===== config.mk =====
export PLATFORM = sky130hd
export DESIGN_NAME = ab_boot_slot_rollback_controller_unit
export DESIGN_NICKNAME = d
export VERILOG_FILES = /design/src/rtl/abrb_pkg.sv /design/src/rtl/ab_boot_slot_rollback_controller_unit.sv
export SDC_FILE = /design/constraint.sdc
export NUM_CORES = 1
export LEC_CHECK = 0
export BUFFER_PORTS_ARGS = -buffer_cell sky130_fd_sc_hd__buf_4
export CAP_MARGIN = 25
export CORE_MARGIN = 2
export CORE_UTILIZATION = 50
export CTS_CLUSTER_SIZE = 28
export DETAILED_ROUTE_END_ITERATION = 12
export PLACE_DENSITY = 0.79
export SLEW_MARGIN = 20
export SYNTH_ARGS = -nofsm -noshare
export SYNTH_HDL_FRONTEND = slang
export SYNTH_SLANG_ARGS = --single-unit

===== constraint.sdc =====
create_clock -name clk -period 9.8 [get_ports clk]
set_clock_uncertainty 0.15 [all_clocks]
set_input_delay 0.49 -clock clk [delete_from_list [all_inputs] [get_ports clk]]
set_output_delay 0.49 -clock clk [all_outputs]
set_load 0.005 [all_outputs]

===== src/rtl/abrb_pkg.sv =====
package abrb_pkg;

	// Default width of stored versions and generations (8 to 64, stored at most 32 bits)
	localparam int VERSION_BITS_DEF = 32;

	// Fixed field widths on the ports
	localparam int FIELD_W    = 32;
	localparam int REQ_W      = 3;
	localparam int STATUS_W   = 3;
	localparam int SLOT_W     = 2;
	localparam int ATTEMPT_W  = 8;
	localparam int IN_DATA_W  = 72;
	localparam int OUT_DATA_W = 144;

	// Attempt limit after reset
	localparam logic [ATTEMPT_W-1:0] MAX_ATTEMPTS_RST = 8'd3;

	// Request kinds
	localparam logic [REQ_W-1:0] REQ_STAGE      = 3'd0;
	localparam logic [REQ_W-1:0] REQ_SELECT     = 3'd1;
	localparam logic [REQ_W-1:0] REQ_SUCCESS    = 3'd2;
	localparam logic [REQ_W-1:0] REQ_FAILURE    = 3'd3;
	localparam logic [REQ_W-1:0] REQ_SAFE_ENTER = 3'd4;
	localparam logic [REQ_W-1:0] REQ_SAFE_CLEAR = 3'd5;

	// Result status codes
	localparam logic [STATUS_W-1:0] ST_OK      = 3'd0;
	localparam logic [STATUS_W-1:0] ST_INVALID = 3'd1;
	localparam logic [STATUS_W-1:0] ST_DENIED  = 3'd2;
	localparam logic [STATUS_W-1:0] ST_STORE   = 3'd3;
	localparam logic [STATUS_W-1:0] ST_NOPEND  = 3'd4;

	// Slot codes: pending slot and stage target
	localparam logic [SLOT_W-1:0] PEND_NONE = 2'd0;
	localparam logic [SLOT_W-1:0] PEND_A    = 2'd1;
	localparam logic [SLOT_W-1:0] PEND_B    = 2'd2;

	// Active / boot slot codes
	localparam logic SLOT_A = 1'b0;
	localparam logic SLOT_B = 1'b1;

endpackage


===== src/rtl/ab_boot_slot_rollback_controller_unit.sv =====
// Channel  | direction | handshake         | payload
// s        | in        | s_tvalid/s_tready | s_tuser: req_type; s_tdata: request fields
// m        | out       | m_tvalid/m_tready | m_tdata: status, slots, state after request
// cfg      | in        | cfg_valid/cfg_ready | cfg_data: max_boot_attempts
//
// One item per cycle sustained while m is taking; a request passes the input register, then the result register.
// The slot state registers close their update loop in the decode stage, so a
// request sees the state left by the one before it in the next cycle.
// Reset clears all slot state and sets the attempt limit to 3.
// A stall on m holds the result register and backs up through the input
// register; s_tready drops only when both are full and m is not taking.
module ab_boot_slot_rollback_controller_unit #(
	parameter int VERSION_BITS = abrb_pkg::VERSION_BITS_DEF
) (
	input  logic                                clk,
	input  logic                                arst_n,
	// request item
	input  logic                                s_tvalid,
	output logic                                s_tready,
	// [2:0] req_type
	input  logic [abrb_pkg::REQ_W-1:0]          s_tuser,
	// [1:0] target_slot, [33:2] new_version, [65:34] new_generation,
	// [66] manifest_ok, [67] auth_ok, [68] store_ok, [71:69] zero
	input  logic [abrb_pkg::IN_DATA_W-1:0]      s_tdata,
	// result item
	output logic                                m_tvalid,
	input  logic                                m_tready,
	// [2:0] status, [3] boot_slot, [4] active_now, [6:5] pending_now,
	// [38:7] confirmed_ver_out, [70:39] generation_out,
	// [102:71] pending_ver_out, [134:103] pending_gen_out,
	// [142:135] attempts_out, [143] safe_out
	output logic [abrb_pkg::OUT_DATA_W-1:0]     m_tdata,
	// attempt limit write
	input  logic                                cfg_valid,
	output logic                                cfg_ready,
	input  logic [abrb_pkg::ATTEMPT_W-1:0]      cfg_data
);
	import abrb_pkg::*;

	// Stored version width: the input fields carry at most FIELD_W bits
	localparam int VW = (VERSION_BITS < FIELD_W) ? VERSION_BITS : FIELD_W;

	// Attempt limit register
	logic [ATTEMPT_W-1:0] max_att_q;

	assign cfg_ready = 1'b1;

	always_ff @(posedge clk or negedge arst_n) begin
		if (!arst_n) begin
			max_att_q <= MAX_ATTEMPTS_RST;
		end else if (cfg_valid) begin
			max_att_q <= cfg_data;
		end
	end

	// Input register
	logic                 valid_s1;
	logic [REQ_W-1:0]     req_s1;
	logic [SLOT_W-1:0]    tgt_s1;
	logic [VW-1:0]        ver_s1;
	logic [VW-1:0]        gen_s1;
	logic                 man_s1;
	logic                 auth_s1;
	logic                 store_s1;
	logic                 fire_s1;
	logic                 s_fire;

	assign fire_s1  = valid_s1 && (!m_tvalid || m_tready);
	assign s_tready = !valid_s1 || fire_s1;
	assign s_fire   = s_tvalid && s_tready;

	always_ff @(posedge clk or negedge arst_n) begin
		if (!arst_n) begin
			valid_s1 <= 1'b0;
		end else if (s_tready) begin
			valid_s1 <= s_tvalid;
		end
	end

	always_ff @(posedge clk) begin
		if (s_fire) begin
			req_s1   <= s_tuser;
			tgt_s1   <= s_tdata[SLOT_W-1:0];
			ver_s1   <= s_tdata[2 +: VW];
			gen_s1   <= s_tdata[34 +: VW];
			man_s1   <= s_tdata[66];
			auth_s1  <= s_tdata[67];
			store_s1 <= s_tdata[68];
		end
	end

	// Slot state
	logic                 active_q;
	logic [SLOT_W-1:0]    pend_q;
	logic [VW-1:0]        cver_q;
	logic [VW-1:0]        cgen_q;
	logic [VW-1:0]        pver_q;
	logic [VW-1:0]        pgen_q;
	logic [ATTEMPT_W-1:0] att_q;
	logic                 safe_q;

	// Proposed next state
	logic                 nx_active;
	logic [SLOT_W-1:0]    nx_pend;
	logic [VW-1:0]        nx_cver;
	logic [VW-1:0]        nx_cgen;
	logic [VW-1:0]        nx_pver;
	logic [VW-1:0]        nx_pgen;
	logic [ATTEMPT_W-1:0] nx_att;
	logic                 nx_safe;
	logic [STATUS_W-1:0]  status;
	logic                 boot;
	logic                 do_store;
	logic                 commit;
	logic                 at_limit;

	assign at_limit = (att_q >= max_att_q);

	// Request decode
	always_comb begin
		nx_active = active_q;
		nx_pend   = pend_q;
		nx_cver   = cver_q;
		nx_cgen   = cgen_q;
		nx_pver   = pver_q;
		nx_pgen   = pgen_q;
		nx_att    = att_q;
		nx_safe   = safe_q;
		status    = ST_OK;
		boot      = SLOT_A;
		do_store  = 1'b0;
		case (req_s1)
			REQ_STAGE: begin
				if (!man_s1 || !(tgt_s1 == PEND_A || tgt_s1 == PEND_B) ||
				    ver_s1 == '0 || gen_s1 == '0) begin
					status = ST_INVALID;
				end else if (!auth_s1) begin
					status = ST_DENIED;
				end else if (tgt_s1[1] == active_q || ver_s1 <= cver_q ||
				             (pend_q != PEND_NONE && ver_s1 <= pver_q) ||
				             gen_s1 <= cgen_q) begin
					status = ST_INVALID;
				end else begin
					nx_pend  = tgt_s1;
					nx_pver  = ver_s1;
					nx_pgen  = gen_s1;
					nx_att   = '0;
					nx_safe  = 1'b0;
					do_store = 1'b1;
				end
			end
			REQ_SELECT: begin
				if (safe_q || pend_q == PEND_NONE) begin
					boot = active_q;
				end else begin
					if (at_limit) begin
						// roll back: drop the pending image, go safe
						nx_safe = 1'b1;
						nx_pend = PEND_NONE;
						nx_pver = '0;
						nx_pgen = '0;
						boot    = active_q;
					end else begin
						nx_att = att_q + 8'd1;
						boot   = pend_q[1];
					end
					do_store = 1'b1;
				end
			end
			REQ_SUCCESS: begin
				if (pend_q == PEND_NONE) begin
					status = ST_NOPEND;
				end else begin
					nx_active = pend_q[1];
					nx_cver   = pver_q;
					nx_cgen   = pgen_q;
					nx_pend   = PEND_NONE;
					nx_pver   = '0;
					nx_pgen   = '0;
					nx_att    = '0;
					nx_safe   = 1'b0;
					do_store  = 1'b1;
				end
			end
			REQ_FAILURE: begin
				if (pend_q == PEND_NONE) begin
					status = ST_NOPEND;
				end else begin
					if (at_limit) begin
						nx_safe = 1'b1;
						nx_pend = PEND_NONE;
						nx_pver = '0;
						nx_pgen = '0;
					end
					do_store = 1'b1;
				end
			end
			REQ_SAFE_ENTER: begin
				nx_safe  = 1'b1;
				nx_pend  = PEND_NONE;
				nx_pver  = '0;
				nx_pgen  = '0;
				do_store = 1'b1;
			end
			REQ_SAFE_CLEAR: begin
				nx_safe  = 1'b0;
				nx_att   = '0;
				do_store = 1'b1;
			end
			default: begin
				status = ST_INVALID;
			end
		endcase
		// failed persistent write keeps the old state
		if (do_store && !store_s1) begin
			status = ST_STORE;
			boot   = SLOT_A;
		end
	end

	assign commit = do_store && store_s1;

	// State update
	always_ff @(posedge clk or negedge arst_n) begin
		if (!arst_n) begin
			active_q <= SLOT_A;
			pend_q   <= PEND_NONE;
			cver_q   <= '0;
			cgen_q   <= '0;
			pver_q   <= '0;
			pgen_q   <= '0;
			att_q    <= '0;
			safe_q   <= 1'b0;
		end else if (fire_s1 && commit) begin
			active_q <= nx_active;
			pend_q   <= nx_pend;
			cver_q   <= nx_cver;
			cgen_q   <= nx_cgen;
			pver_q   <= nx_pver;
			pgen_q   <= nx_pgen;
			att_q    <= nx_att;
			safe_q   <= nx_safe;
		end
	end

	// Result register
	logic [OUT_DATA_W-1:0] res_data;
	logic [OUT_DATA_W-1:0] out_q;
	logic                  out_valid_q;

	always_comb begin
		if (commit) begin
			res_data = {nx_safe, nx_att, FIELD_W'(nx_pgen), FIELD_W'(nx_pver),
			            FIELD_W'(nx_cgen), FIELD_W'(nx_cver), nx_pend, nx_active,
			            boot, status};
		end else begin
			res_data = {safe_q, att_q, FIELD_W'(pgen_q), FIELD_W'(pver_q),
			            FIELD_W'(cgen_q), FIELD_W'(cver_q), pend_q, active_q,
			            boot, status};
		end
	end

	always_ff @(posedge clk or negedge arst_n) begin
		if (!arst_n) begin
			out_valid_q <= 1'b0;
		end else if (!out_valid_q || m_tready) begin
			out_valid_q <= valid_s1;
		end
	end

	always_ff @(posedge clk) begin
		if (fire_s1) begin
			out_q <= res_data;
		end
	end

	assign m_tvalid = out_valid_q;
	assign m_tdata  = out_q;

endmodule


# Word-level counts from Yosys, hierarchy flattened
# Cells that the tools add are included.
totals:
  register_bits: 366
  latch_bits: 0
  ram_bits: 0
  mem_bits_ro: 0
  in_bits: 88
  output_inout_bits: 147
  wordCells: 123
  n_memories: 0
classes:
  n_addsub: 1
  multipliers: 0
  div_mod_pow: 0
  n_lt_le_gt_ge: 4
  n_eq_ne: 8
  n_shift: 0
  muxes: 62
  n_bitwise: 0
  reduce_logical: 29
ops:
  columns: ["cell", "count"]
  rows:
  - ["$mux W32", 18]
  - ["$pmux W32 S5", 2]
  - ["$mux W144", 1]
  - ["$le A32 B32 Y1", 3]
  - ["$logic_not A32 Y1", 2]
  - ["$mux W8", 6]
  - ["$pmux W8 S4", 1]
  - ["$mux W1", 19]
  - ["$mux W2", 9]
  - ["$logic_or A1 B1 Y1", 10]
  - ["$pmux W2 S5", 1]
  - ["$pmux W3 S3", 1]
  - ["$add A8 B1 Y8 const B", 1]
  - ["$ge A8 B8 Y1", 1]
  - ["$eq A3 B2 Y1 const B", 2]
  - ["$eq A3 B3 Y1 const B", 2]
  - ["$logic_and A1 B1 Y1", 6]
  - ["$mux W3", 2]
  - ["$pmux W1 S6", 1]
  - ["$logic_not A1 Y1", 5]
  - ["$pmux W1 S4", 1]
  - ["$reduce_or A2 Y1", 2]
  - ["$eq A3 B1 Y1 const B", 1]
  - ["$logic_not A3 Y1", 1]
  - ["6 further kinds", 6]

# Depth between registers and ports, before layout
logic_depth:
  depth_word: 11
  ltp_mapped: 13

# Worst setup path after synthesis
# OpenSTA, ideal clock, no wires.
synth_path:
  path_kind: "in2reg"
  startpoint: "input m_tready"
  endpoint: "register pgen_q[10]"
  setup_time_ps: 65
  arrival_ps: 4445
  path_slack_ps: 5139
  stages: 7
  n_path_buf: 2
  path_cell_list: "nand2b_1 nand2_1 inv_1 and3b_1 buf_2 buf_2 a22o_1"
synth_via:
  elab_chain_len: 3
synth_rtl:
  columns: ["item", "line_no", "text"]
  rows:
  - ["from (decl)", "ab_boot_slot_rollback_controller_unit.sv:27", "input logic m_tready,"]
  - ["$logic_or A1 B1 Y1", "ab_boot_slot_rollback_controller_unit.sv:68", "assign fire_s1 = valid_s1 && (!m_tvalid || m_tready);"]
  - ["$logic_and A1 B1 Y1", "ab_boot_slot_rollback_controller_unit.sv:68", null]
  - ["via fire_s1", "ab_boot_slot_rollback_controller_unit.sv:65", "logic fire_s1;"]
  - ["$logic_and A1 B1 Y1", "ab_boot_slot_rollback_controller_unit.sv:234", "end else if (fire_s1 && commit) begin"]
  - ["to (signal assigned)", "ab_boot_slot_rollback_controller_unit.sv:240", "pgen_q <= nx_pgen;"]
  - ["to (decl)", "ab_boot_slot_rollback_controller_unit.sv:98", "logic [VW-1:0] pgen_q;"]
# The timed path passes the listed nets, and every way through them passes these cells.
# A chain may end at the register's enable or synchronous reset.

# Worst setup path in the final report
layout_path:
  startpoint: "register ver_s1[19]"
  endpoint: "register out_q[109] (netlist: m_tdata[109]), data pin"
layout_via:
  elab_chain_len: 10
  word_cells_on_any_way: 19
  cone_classes: "2 x order compare; 9 x mux; 8 x reduce/logical"
layout_rtl:
  columns: ["item", "line_no", "text"]
  rows:
  - ["from (decl)", "ab_boot_slot_rollback_controller_unit.sv:60", "logic [VW-1:0] ver_s1;"]
  - ["from (signal assigned)", "ab_boot_slot_rollback_controller_unit.sv:84", "ver_s1 <= s_tdata[2 +: VW];"]
  - ["$le A32 B32 Y1 (on tied branches)", "ab_boot_slot_rollback_controller_unit.sv:139, ab_boot_slot_rollback_controller_unit.sv:140", null]
  - ["$logic_or A1 B1 Y1 / $logic_and A1 B1 Y1 (equally long branches)", "ab_boot_slot_rollback_controller_unit.sv:139, ab_boot_slot_rollback_controller_unit.sv:140", null]
  - ["$logic_or A1 B1 Y1", "ab_boot_slot_rollback_controller_unit.sv:139", "end else if (tgt_s1[1] == active_q || ver_s1 <= cver_q ||"]
  - ["$logic_or A1 B1 Y1", "ab_boot_slot_rollback_controller_unit.sv:140", "(pend_q != PEND_NONE && ver_s1 <= pver_q) ||"]
  - ["$mux W1", "ab_boot_slot_rollback_controller_unit.sv:139", null]
  - ["$mux W1", "ab_boot_slot_rollback_controller_unit.sv:137", "end else if (!auth_s1) begin"]
  - ["$mux W1", "ab_boot_slot_rollback_controller_unit.sv:134", "if (!man_s1 || !(tgt_s1 == PEND_A || tgt_s1 == PEND_B) ||"]
  - ["$pmux W1 S4", "ab_boot_slot_rollback_controller_unit.sv:132", "case (req_s1)"]
  - ["$logic_and A1 B1 Y1", "ab_boot_slot_rollback_controller_unit.sv:221", "assign commit = do_store && store_s1;"]
  - ["$mux W144 *", "ab_boot_slot_rollback_controller_unit.sv:252", "if (commit) begin"]
  - ["via res_data[109]", "ab_boot_slot_rollback_controller_unit.sv:247", "logic [OUT_DATA_W-1:0] res_data;"]
  - ["to (signal assigned)", "ab_boot_slot_rollback_controller_unit.sv:273", "out_q <= res_data;"]
  - ["to (decl)", "ab_boot_slot_rollback_controller_unit.sv:248", "logic [OUT_DATA_W-1:0] out_q;"]
# Mark *: on every way through the listed nets, which the timed path passes. The rest lies on a longest branch.

==> summary by stage <==
Final layout
The area of all placed cells without fillers is 20500 µm². Leaving out fill and tap cells, the most frequent cell in the layout is buf_4. The final-stage net count is roughly 1800.

The antenna diode instance count is 0. The share of cells above drive strength 1 is 0.188. Fill cells in the final layout number about 2400. The area added between synthesis and finish is 24.6%.

In the layout the commonest cells are buf_4 (239), edfxtp_1 (216), nand2_1 (167).

Worst setup path
The critical path data required time is 10.02 ns. The worst reg-to-reg setup slack is 4.79 ns. The worst reg2reg path startpoint is ver_s1[19].

The slowest stage cell on the critical path is a211oi_1. The category of the worst setup path capture point is a flop. Walking the worst path, the cells encountered are ha_1 -> a21oi_1 -> o21ai_0 -> a2111oi_0 -> nor3_1 -> a211oi_1 -> or4_4 -> nand2_1 -> nand2_2 -> buf_4 -> a22o_1. Along the worst path, the maximum fanout reaches 39. The kind of critical path is reg -> reg. In this run the worst setup path begins at ver_s1[19]. Data arrives at the worst endpoint at ~5.2 ns. On the critical path the largest part of the delay comes from compound AO/OA/AOI/OAI gates. The worst setup path is launched from a flop. The sum of buffers and inverters on the critical path is 1.

In this design, the stage delay of the slowest critical-path cell is 0.70 ns.

Logic synthesis
The post-synthesis share of cell area spent on and, or, nand and nor gates is 0.0820. The fraction of the mapped netlist area in compound gates is 0.164. The most used flip-flop cell after synthesis is edfxtp_1. By area the synthesized netlist is led by edfxtp_1 (39%), dfrtp_1 (23%), ha_1 (8.0%), a22o_1 (6.9%), o21ai_0 (4.4%). The cell type contributing the most total cell area after synthesis is edfxtp_1. Of the total synthesized cell area, the portion taken by XOR and XNOR cells is 0.00160. The mean area per synthesized cell is 12.2 µm².

The area share of fa/ha/maj cells after synthesis is 0.0800. The post-synthesis cell area is 16400 µm². The cell count after synthesis came out at 1349. In this run, synthesis inferred 216 flip-flops with an integrated enable. The net count after synthesis is 1542. Of the post-synthesis cell area, the dominant cell type holds 0.395.

Counting flops with an async set or reset pin after synthesis yields a share of 0.410. After synthesis, the share of cell area in mux cells is 0.00343. By area, the combinational part of the netlist is dominated by compound AO/OA/AOI/OAI gates. The post-synthesis register bit count is between 300 and 400. The netlist uses 58 different library cells. The share of the Yosys chip area taken by registers is 0.624. For this run, the number of Yosys warnings is 0.

Clock tree
After clock tree synthesis, the flow added hold-fix buffers numbering between 70 and 80. The clock reaches the later pin of the worst-skew pair after 0.53 ns. TritonCTS built the clock tree.

The clock edge transition at the registers on the reported setup and hold paths is 0.06 ns. The tree built by TritonCTS fans out to 366 sinks. The maximum buffer depth of the clock tree is 3. The H-tree was split into 2 levels. The number of cells upsized or downsized after cts is 0. TritonCTS created 40 clock buffers. The setup fix buffers added after clock tree synthesis is 0.

The master cell of the clock root buffer is clkbuf_16.

Placement
The cell area reported after detailed placement is 18500 µm². Detailed placement ended at an HPWL of around 26 mm. The number of buffers added on ports is 230. At the end of routability-driven placement, the weighted congestion stood at ~0.9.

Global route
The leftover overflow at the end of global routing is 0. The via count of the first global-routing pass is 12400. In the global route stage, met2 resource usage came out at 0.423. The met1 usage in global routing is 0.325. The most congested layer reported by global routing is met2. Entering global routing, the biggest net connects 95 pins. In the global route stage, met3 resource usage came out at 0.0378. The initial antenna violation count was 0. The global-route usage over all layers is 0.249. The first-pass GRT wire length is 66.4 mm.

Pwr
VDD sags by at most 0.000146 V. Summed over all cells, the static leakage comes to 8.53 nW. The power per cell area is 190 nW/µm².

Min path
The type of the tightest min-delay check is in -> reg. The hold path startpoint is s_tdata[36].

STA
The smallest clock period supported by the final layout is computed as 5.01 ns. The slew of the pin with the lowest slew margin is between 0.9 and 1 ns. The number of slew-limit violations in the final report is 0. Measured against its own limit, the worst slew margin works out to 0.363. The sum of negative setup slack is 0 ns. The count of final hold-check violations came to 0. The fmax is 0.199 GHz. Setup repair after global routing left no endpoint under its margin. In the finished design, the share of the clock period the worst path needs comes to 0.512. Setup violations remaining at the end of the flow were counted as 0.

Detailed routing
The number of vias per cell is 5.73. The count of nets left with antenna violations once routing finished came out at 0. After detailed routing, the number of remaining DRC violations is 0. The total detailed-routing wirelength is 42.3 mm. The first detailed-routing pass took 5 iterations. In the final routed layout, each cell accounts on average for 20.0 µm. The detailed router's first-iteration violation count is 992. Across all layers, the routed design uses 12100 vias.

Floorplanning
The placeable core region is between 30000 and 40000 µm². approximately 240 I/O pins were placed. The width of the die is roughly 190 µm. The die area is 34300 µm². The floorplan has 66 rows. For this configuration, the core starts out at a cell density of 0.506. The floorplan step set the die height to about 190 µm.

Status
The flow ran to the end, and the final reports show no timing, DRC or antenna violations.

Run
Across the run, the number of max-cap violations was 0.
[state kept, by name (all words and copies together) (netlist names), 2 cells and up]
name and flops:
att_q 8, gen_s1 32, pver_q 32, max_att_q 8
ver_s1 32, req_s1 3, pend_q 2, cgen_q 32
cver_q 32, tgt_s1 2, m_tdata 144, pgen_q 32
[per-layer routing]
layer,vias to the layer above,part of all wire
met5,-,0
met4,0,0.030
met3,100,0.066
met2,525,0.49
met1,5918,0.41
li1,5572,-
[power by group]
group	switching, mW	total [mW]	internal, mW
registers	0.0736	1.90	1.82
logic	0.325	0.578	0.253
clock network	0.595	1.41	0.816
[cells in the mapped netlist, drive strengths merged, types with 3 or more instances]
cell type,count
nor4,23
nand2,169
edfxtp,216
o211ai,5
nor2,25
o21ai,147
a22o,130
buf,39
dfrtp,148
a21oi,47
nand3,13
a21o,16
ha,105
nand4,27
nor3,10
nor2b,4
mux2,5
a211oi,5
o2bb2ai,5
clkbuf,25
and3,3
nand2b,8
inv,112
a31oi,22
a221oi,3
[stage by stage]
| step | hold slack [ns] | utilization | std cells | power (mW) | setup slack [ns] |
|---|---|---|---|---|---|
| 4_1_cts | 0.000311 | 0.630 | 2112 | 3.91 | 4.89 |
| 3_3_place_gp | 0.315 | 0.570 | 1968 | 2.44 | 4.96 |
| 5_1_grt | 0.00708 | 0.631 | 2113 | 4.07 | 4.61 |
| 6_report | 0.0297 | 0.631 | 2113 | 3.89 | 4.79 |
| 2_1_floorplan | 0.0444 | - | 1349 | 2.21 | 5.14 |
| 3_5_place_dp | 0.356 | 0.570 | 1968 | 2.47 | 4.91 |
[layout make-up]
cell class | count | area, µm² | share of cell area
Sequential cell | 366 | 10200 | 0.501
Inverter | 112 | 425 | 0.0208
Multi-Input combinational cell | 807 | 5480 | 0.268
Clock inverter | 13 | 108 | 0.00526
Clock buffer | 60 | 1120 | 0.0545
Tap cell | 442 | 553 | 0.0270
Timing Repair Buffer | 313 | 2540 | 0.124
[cell families (layout without fill, tap and decap cells)]
logic type	after synthesis	count (layout)
compound gates	400	400
flops	366	366
simple gates	293	293
buf+inv	176	498
fa+ha+maj	105	105
mux	5	5
xor+xnor	3	3
other cells	1	1
[worst paths after layout]
path,endpoint,cells after the start
hold / removal,gen_s1[2],1
hold reg to reg,max_att_q[1],2
setup reg to reg,m_tdata[109],11
max in group asynchronous,pgen_q[8],3
setup / recovery,m_tdata[109],11
min in group asynchronous,pver_q[9],2
(Power assumes the default switching activity.)
